$ cat src/design/ede_pkg.sv
// ----------------------------------------------------------------------------
// ede_pkg
// Shared command codes and sequencer state type for the edit distance engine.
// ----------------------------------------------------------------------------
package ede_pkg;

    // Command codes carried by the cmd field
    localparam logic [1:0] CMD_CLEAR    = 2'd0;
    localparam logic [1:0] CMD_APPEND_A = 2'd1;
    localparam logic [1:0] CMD_APPEND_B = 2'd2;
    localparam logic [1:0] CMD_COMPUTE  = 2'd3;

    // Sequencer states
    typedef enum logic [1:0] {
        ST_IDLE,
        ST_INIT,
        ST_ROW_START,
        ST_ROW_RUN
    } state_t;

endpackage

$ cat src/design/ede_ram.sv
// ----------------------------------------------------------------------------
// ede_ram
// Generic simple dual-port RAM: one write port, one read port, registered
// read data that holds its value while no read is issued.
// ----------------------------------------------------------------------------
module ede_ram #(
    parameter int WIDTH  = 8,
    parameter int DEPTH  = 64,
    parameter int ADDR_W = (DEPTH > 1) ? $clog2(DEPTH) : 1
) (
    input  logic              clk,
    input  logic              we,
    input  logic [ADDR_W-1:0] waddr,
    input  logic [WIDTH-1:0]  wdata,
    input  logic              re,
    input  logic [ADDR_W-1:0] raddr,
    output logic [WIDTH-1:0]  rdata
);

    logic [WIDTH-1:0] mem [DEPTH];

    // Write port
    always_ff @(posedge clk)
    begin
        if (we)
        begin
            mem[waddr] <= wdata;
        end
    end

    // Registered read port
    always_ff @(posedge clk)
    begin
        if (re)
        begin
            rdata <= mem[raddr];
        end
    end

endmodule

$ cat src/design/edit_distance_engine_core.sv
// ----------------------------------------------------------------------------
// edit_distance_engine_core
// Levenshtein edit distance between two byte strings held in on-chip RAM.
//
// Input channel (in_valid / in_ready, cmd, char_in): each word is a command.
// Clear empties both strings and the drop flag; append A / append B store
// char_in at the end of that string (dropped and flagged when the string
// already holds MAX_LEN bytes); compute runs the distance.
// Output channel (out_valid / out_ready, distance, truncated): one word per
// compute, held in an output register until taken.
// Clear and append are accepted back to back, also while a result waits.
// Compute with an empty string loads its result directly from idle.
// Otherwise the cost row RAM is first seeded with the column indices,
// then each of the LA rows runs a setup state and then one column per
// cycle, reading and writing the cost row RAM in the same cycle. No input
// is taken during a compute, and a compute is not accepted while an
// earlier result is still held and not taken.
// Reset empties both strings and clears the flag; no clearing pass is run.
// ----------------------------------------------------------------------------
module edit_distance_engine_core #(
    parameter int MAX_LEN = 64
) (
    input  logic       clk,
    input  logic       rst_n,
    input  logic       in_valid,
    output logic       in_ready,
    input  logic [1:0] cmd,
    input  logic [7:0] char_in,
    output logic       out_valid,
    input  logic       out_ready,
    output logic [6:0] distance,
    output logic       truncated
);

    import ede_pkg::*;

    localparam int LW  = $clog2(MAX_LEN + 1);
    localparam int SAW = (MAX_LEN > 1) ? $clog2(MAX_LEN) : 1;
    localparam logic [LW-1:0] FULL = LW'(MAX_LEN);
    localparam logic [LW-1:0] ONE  = LW'(1);

    // Control and payload registers
    state_t        state_reg, state_next;
    logic [LW-1:0] len_a_reg, len_a_next;
    logic [LW-1:0] len_b_reg, len_b_next;
    logic          ovf_reg, ovf_next;
    logic [LW-1:0] row_reg, row_next;
    logic [LW-1:0] col_reg, col_next;
    logic [LW-1:0] left_reg, left_next;
    logic [LW-1:0] diag_reg, diag_next;
    logic          out_valid_reg, out_valid_next;
    logic [LW-1:0] dist_reg, dist_next;
    logic          trunc_reg, trunc_next;

    // RAM ports
    logic           a_we, a_re, b_we, b_re, c_we, c_re;
    logic [SAW-1:0] a_waddr, a_raddr, b_waddr, b_raddr;
    logic [LW-1:0]  c_waddr, c_raddr, c_wdata, c_rdata;
    logic [7:0]     a_rdata, b_rdata;

    // Datapath helpers
    logic          accept;
    logic [LW-1:0] row_m1, col_m1, min_lu, min3, cell_val;
    logic [LW+6:0] dist_ext;

    ede_ram #(.WIDTH(8), .DEPTH(MAX_LEN)) u_str_a (
        .clk(clk), .we(a_we), .waddr(a_waddr), .wdata(char_in),
        .re(a_re), .raddr(a_raddr), .rdata(a_rdata)
    );

    ede_ram #(.WIDTH(8), .DEPTH(MAX_LEN)) u_str_b (
        .clk(clk), .we(b_we), .waddr(b_waddr), .wdata(char_in),
        .re(b_re), .raddr(b_raddr), .rdata(b_rdata)
    );

    ede_ram #(.WIDTH(LW), .DEPTH(MAX_LEN + 1), .ADDR_W(LW)) u_cost (
        .clk(clk), .we(c_we), .waddr(c_waddr), .wdata(c_wdata),
        .re(c_re), .raddr(c_raddr), .rdata(c_rdata)
    );

    // Handshake: compute waits for a free output slot
    assign in_ready = (state_reg == ST_IDLE) &&
                      ((cmd != CMD_COMPUTE) || !out_valid_reg || out_ready);
    assign accept   = in_valid && in_ready;

    // One DP cell: match copies diagonal, else 1 + min of neighbors
    assign row_m1   = row_reg - ONE;
    assign col_m1   = col_reg - ONE;
    assign min_lu   = (left_reg < c_rdata) ? left_reg : c_rdata;
    assign min3     = (min_lu < diag_reg) ? min_lu : diag_reg;
    assign cell_val = (a_rdata == b_rdata) ? diag_reg : (min3 + ONE);

    // Outputs
    assign dist_ext  = {7'b0, dist_reg};
    assign distance  = dist_ext[6:0];
    assign truncated = trunc_reg;
    assign out_valid = out_valid_reg;

    // State register
    always_ff @(posedge clk or negedge rst_n)
    begin
        if (!rst_n)
        begin
            state_reg     <= ST_IDLE;
            len_a_reg     <= '0;
            len_b_reg     <= '0;
            ovf_reg       <= 1'b0;
            out_valid_reg <= 1'b0;
        end
        else
        begin
            state_reg     <= state_next;
            len_a_reg     <= len_a_next;
            len_b_reg     <= len_b_next;
            ovf_reg       <= ovf_next;
            out_valid_reg <= out_valid_next;
        end
    end

    // Working registers, no reset needed
    always_ff @(posedge clk)
    begin
        row_reg   <= row_next;
        col_reg   <= col_next;
        left_reg  <= left_next;
        diag_reg  <= diag_next;
        dist_reg  <= dist_next;
        trunc_reg <= trunc_next;
    end

    // Next state, RAM control and result loading
    always_comb
    begin
        state_next     = state_reg;
        len_a_next     = len_a_reg;
        len_b_next     = len_b_reg;
        ovf_next       = ovf_reg;
        row_next       = row_reg;
        col_next       = col_reg;
        left_next      = left_reg;
        diag_next      = diag_reg;
        dist_next      = dist_reg;
        trunc_next     = trunc_reg;
        out_valid_next = out_valid_reg && !out_ready;

        a_we    = 1'b0;
        b_we    = 1'b0;
        c_we    = 1'b0;
        a_re    = 1'b0;
        b_re    = 1'b0;
        c_re    = 1'b0;
        a_waddr = len_a_reg[SAW-1:0];
        b_waddr = len_b_reg[SAW-1:0];
        a_raddr = row_m1[SAW-1:0];
        b_raddr = col_m1[SAW-1:0];
        c_waddr = col_reg;
        c_wdata = col_reg;
        c_raddr = col_reg;

        unique case (state_reg)
            ST_IDLE:
            begin
                if (accept)
                begin
                    unique case (cmd)
                        CMD_CLEAR:
                        begin
                            len_a_next = '0;
                            len_b_next = '0;
                            ovf_next   = 1'b0;
                        end
                        CMD_APPEND_A:
                        begin
                            if (len_a_reg != FULL)
                            begin
                                a_we       = 1'b1;
                                len_a_next = len_a_reg + ONE;
                            end
                            else
                            begin
                                ovf_next = 1'b1;
                            end
                        end
                        CMD_APPEND_B:
                        begin
                            if (len_b_reg != FULL)
                            begin
                                b_we       = 1'b1;
                                len_b_next = len_b_reg + ONE;
                            end
                            else
                            begin
                                ovf_next = 1'b1;
                            end
                        end
                        default:
                        begin
                            // compute: empty string short-cuts to other length
                            trunc_next = ovf_reg;
                            if ((len_a_reg == '0) || (len_b_reg == '0))
                            begin
                                dist_next      = len_a_reg | len_b_reg;
                                out_valid_next = 1'b1;
                            end
                            else
                            begin
                                col_next   = ONE;
                                state_next = ST_INIT;
                            end
                        end
                    endcase
                end
            end

            ST_INIT:
            begin
                // seed cost row with column index
                c_we = 1'b1;
                if (col_reg == len_b_reg)
                begin
                    row_next   = ONE;
                    state_next = ST_ROW_START;
                end
                else
                begin
                    col_next = col_reg + ONE;
                end
            end

            ST_ROW_START:
            begin
                // fetch row byte and first column operands
                a_re      = 1'b1;
                b_re      = 1'b1;
                c_re      = 1'b1;
                b_raddr   = '0;
                c_raddr   = ONE;
                col_next  = ONE;
                left_next = row_reg;
                diag_next = row_m1;
                state_next = ST_ROW_RUN;
            end

            default:
            begin
                // ST_ROW_RUN: write this cell, fetch the next column
                c_we      = 1'b1;
                c_wdata   = cell_val;
                left_next = cell_val;
                diag_next = c_rdata;
                if (col_reg != len_b_reg)
                begin
                    b_re     = 1'b1;
                    c_re     = 1'b1;
                    b_raddr  = col_reg[SAW-1:0];
                    c_raddr  = col_reg + ONE;
                    col_next = col_reg + ONE;
                end
                else if (row_reg == len_a_reg)
                begin
                    dist_next      = cell_val;
                    out_valid_next = 1'b1;
                    state_next     = ST_IDLE;
                end
                else
                begin
                    row_next   = row_reg + ONE;
                    state_next = ST_ROW_START;
                end
            end
        endcase
    end

endmodule
$ cat config.mk
export PLATFORM = sky130hd
export DESIGN_NAME = edit_distance_engine_core
export DESIGN_NICKNAME = d
export VERILOG_FILES = /design/src/design/ede_pkg.sv /design/src/design/ede_ram.sv /design/src/design/edit_distance_engine_core.sv
export SDC_FILE = /design/constraint.sdc
export NUM_CORES = 2
export LEC_CHECK = 0
export BUFFER_PORTS_ARGS = -buffer_cell sky130_fd_sc_hd__buf_2
export CELL_PAD_IN_SITES_DETAIL_PLACEMENT = 2
export CELL_PAD_IN_SITES_GLOBAL_PLACEMENT = 2
export CORE_UTILIZATION = 36
export CTS_BUF_LIST = sky130_fd_sc_hd__clkbuf_8
export CTS_CLUSTER_SIZE = 10
export DETAILED_ROUTE_END_ITERATION = 7
export PLACE_DENSITY = 0.67
export SYNTH_ARGS = -nofsm -noshare
export SYNTH_HDL_FRONTEND = slang
export SYNTH_HIERARCHICAL = 1
export SYNTH_SLANG_ARGS = --single-unit
$ cat constraint.sdc
create_clock -name clk -period 7.3 [get_ports clk]
set_clock_uncertainty 0.1 [all_clocks]
set_input_delay 1.825 -clock clk [delete_from_list [all_inputs] [get_ports clk]]
set_output_delay 1.825 -clock clk [all_outputs]
set_load 0.01 [all_outputs]
==> run summary <==
Status -> completed
Post-Route Utilization -> 0.408
RD Place Congestion -> 0.770
Final WL -> 172000 um
Leak -> 22.3 nW
H-tree depth -> 5
Antenna viol nets, final -> 0
Most frequent cell after synthesis -> edfxtp_1
P_sw -> 3.71 mW
Synth unique cells -> 68
RSZ-0062 raised after global routing -> false
CTS buffer count -> 289
P per Cell Area -> 245 mW/mm^2
Mean post-synth cell area -> 19.4 um^2
Fmax -> 0.152 GHz
Worst IR Drop VDD -> 0.255 mV
Largest net degree at the start of global routing -> 84
DRC -> 0
Slew HR -> 0.171
P_int -> 13.7 mW
Top Registers -> u_str_a/mem: 512 flops, u_str_b/mem: 512 flops, u_cost/mem: 455 flops
Worst-path cell chain -> ha_1 -> a21oi_1 -> o21ai_0 -> a21oi_4 -> mux2i_4 -> inv_1 -> ha_1 -> o21ai_0 -> a21oi_1 -> nor3_1 -> a31oi_1 -> nor2_1 -> a21oi_1 -> ha_1 -> inv_1 -> o311ai_0 -> a31oi_1 -> a41oi_1 -> o211ai_1 -> mux2_2
Synth top area share -> 0.733
Remaining Overflow, GRT -> 0
Worst path slowest cell -> mux2_2
Sw frac -> 0.213
Die Span Y -> 420 um
CTS Sinks -> 1556
Vias per cell -> 5.46
Non-filler cells, final -> 5966
Starting Density -> 0.363
Synth-to-layout area growth -> 12.4%
Register area -> 0.0466 mm^2
Post-DR wirelength/cell -> 28.8 um
Syn Inst Count -> 3242
Site row count -> 153
Vias in the first global route -> 36056
Gate power share -> 0.007
Tcrit/Tclk final -> 0.900
Top cells by count, synth -> 1538 x edfxtp_1, 364 x mux4_2, 298 x nor2_1, 98 x nand2_1, 82 x mux2i_1
Crit path DAT -> 7.02 ns
Min cycle time layout -> 6.57 ns
Hold crit path type -> flop to flop
First-pass GRT wire length -> 253000 um
Buffers on Ports -> 23
Worst-path clk slew -> 0.07 ns
Synth Cell Area -> 0.0630 mm^2
Post_cts resized -> 0
Syn_nets -> 3285
Multi-input logic area -> 0.0155 mm^2
Seq/Total Area, Yosys -> 0.740
Post-synth ARST share -> 0.0116
Hold Slack -> 0.374 ns
Clock insertion delay at the later pin of the skew report -> 1.03 ns
Largest area contributor in the netlist -> edfxtp_1
Layout cells sized above 1 -> 0.248
First drt pass iteration count -> 4
Critical Path RT -> 7.75 ns
Top cells by area, synth -> edfxtp_1 73%, mux4_2 13%, nor2_1 1.8%
YS warnings -> 6
Placed cell count -> 5486
# IOs -> 24
CP max stage delay -> 1.04 ns
Max Cap Violations -> 0
Critical-path maximum fanout -> 65
Via Count -> 32589
Antenna violations before repair -> 3
Die Area -> 0.177 mm^2
# Post-CTS Setup Buffers -> 0
Nets -> 3495
Detail Placement HPWL -> 104000 um
Die Wd -> 420 um
Clk Tree Root Cell -> clkbuf_8
Filler cells -> 16400
#FFs+latches synth -> 1556
Clk pwr share -> 0.432
Setup_tns -> 0 ns
Clock Tree Buf Depth -> 4
First DRT Iteration DRCs -> 2384
Hold Vio Cnt, Final -> 0
Crit end category -> flop
Setup CP Type -> flop to flop
Final setup fails -> 0
EDFF count, synth -> 1538
GRT Util Overall -> 0.196
Core area -> 0.174 mm^2
CTS tree -> yes
Slew Viols, Final -> 0
Critical Path Source Type -> flop
Worst slew pin tran -> 1.24 ns
Top FF cell, synth -> edfxtp_1
Sequential share of power -> 0.562
Hold Buf Count CTS -> 0
## stage by stage
step / area (um^2) / total power, mW / setup slack (ns)
after detailed placement: 65900 / 10.1 / 0.785
after global placement: 65900 / 10.1 / 1.19
after global routing: 70900 / 18.0 / 0.0751
after CTS: 70900 / 17.6 / 0.690
after floorplan: 63000 / 9.96 / 0.749
final: 70900 / 17.4 / 0.727
## worst paths after layout
path	start	endpoint	slack, ns	cells past startpoint
setup reg to reg	left_reg[4]	u_cost/mem[35][2]	0.73	20
min in group asynchronous	rst_n	out_valid	0.68	1
hold / removal	ovf_reg	truncated	0.37	0
max in group asynchronous	rst_n	len_b_reg[6]	6.02	1
setup / recovery	left_reg[4]	u_cost/mem[35][2]	0.73	20
hold reg to reg	ovf_reg	truncated	0.37	0
## per-layer routing
| metal | wire length [um] | track usage | vias to the layer above | part of all wire |
|---|---|---|---|---|
| met5 | 0 | 0 | - | 0 |
| met4 | 4680 | 0.0600 | 0 | 0.027 |
| met3 | 7230 | 0.0322 | 310 | 0.042 |
| met2 | 86700 | 0.333 | 871 | 0.50 |
| met1 | 73400 | 0.257 | 17716 | 0.43 |
| li1 | - | - | 13692 | - |
## cell type report
class / count / share of cell area
Multi-Input combinational cell: 1471 / 0.218
Timing Repair Buffer: 95 / 0.0108
Antenna cell: 6 / 0.000212
Tap cell: 2325 / 0.0410
Inverter: 39 / 0.00221
Sequential cell: 1556 / 0.658
Clock inverter: 178 / 0.0123
Clock buffer: 296 / 0.0575
## critical path: cells and delay by family, from the launching register on
kind / cells / cell delay, ns
multiplexers: 2 / 1.48
buffers and inverters: 2 / 0.31
adder cells (fa/ha/maj): 3 / 1.01
AND/OR/NAND/NOR: 2 / 0.68
flip-flops: 1 / 0.45
AO/OA/AOI/OAI: 11 / 1.97
## power by group through the flow
stage | registers [mW] | clock network [mW] | logic [mW]
3_5_place_dp | 9.95 | 0 | 0.125
4_1_cts | 9.77 | 7.73 | 0.124
2_1_floorplan | 9.95 | 0 | 0.00299
6_report | 9.77 | 7.51 | 0.117
3_3_place_gp | 9.95 | 0 | 0.113
5_1_grt | 9.76 | 8.07 | 0.128
## kinds of logic (layout without fill, tap and decap cells)
logic type | Yosys count | in the layout | synth area share
multiplexers | 506 | 506 | 0.154
AND/OR/NAND/NOR | 610 | 610 | 0.0435
AO/OA/AOI/OAI | 275 | 275 | 0.0320
other | 0 | 6 | 0
XOR/XNOR | 51 | 51 | 0.00709
buffers and inverters | 215 | 608 | 0.0181
flip-flops | 1556 | 1556 | 0.740
adder cells (fa/ha/maj) | 29 | 29 | 0.00576
## placed cells by master, fill, tap and decap left out, types with 43 or more instances in the layout
master,instances
clkbuf_8,296
clkinv_1,61
nand2_1,98
buf_4,73
edfxtp_1,1538
o21ai_0,43
nand3_1,62
inv_1,110
mux2_2,59
nor2_1,294
mux2i_1,82
mux4_2,364
(Power assumes the default switching activity.)
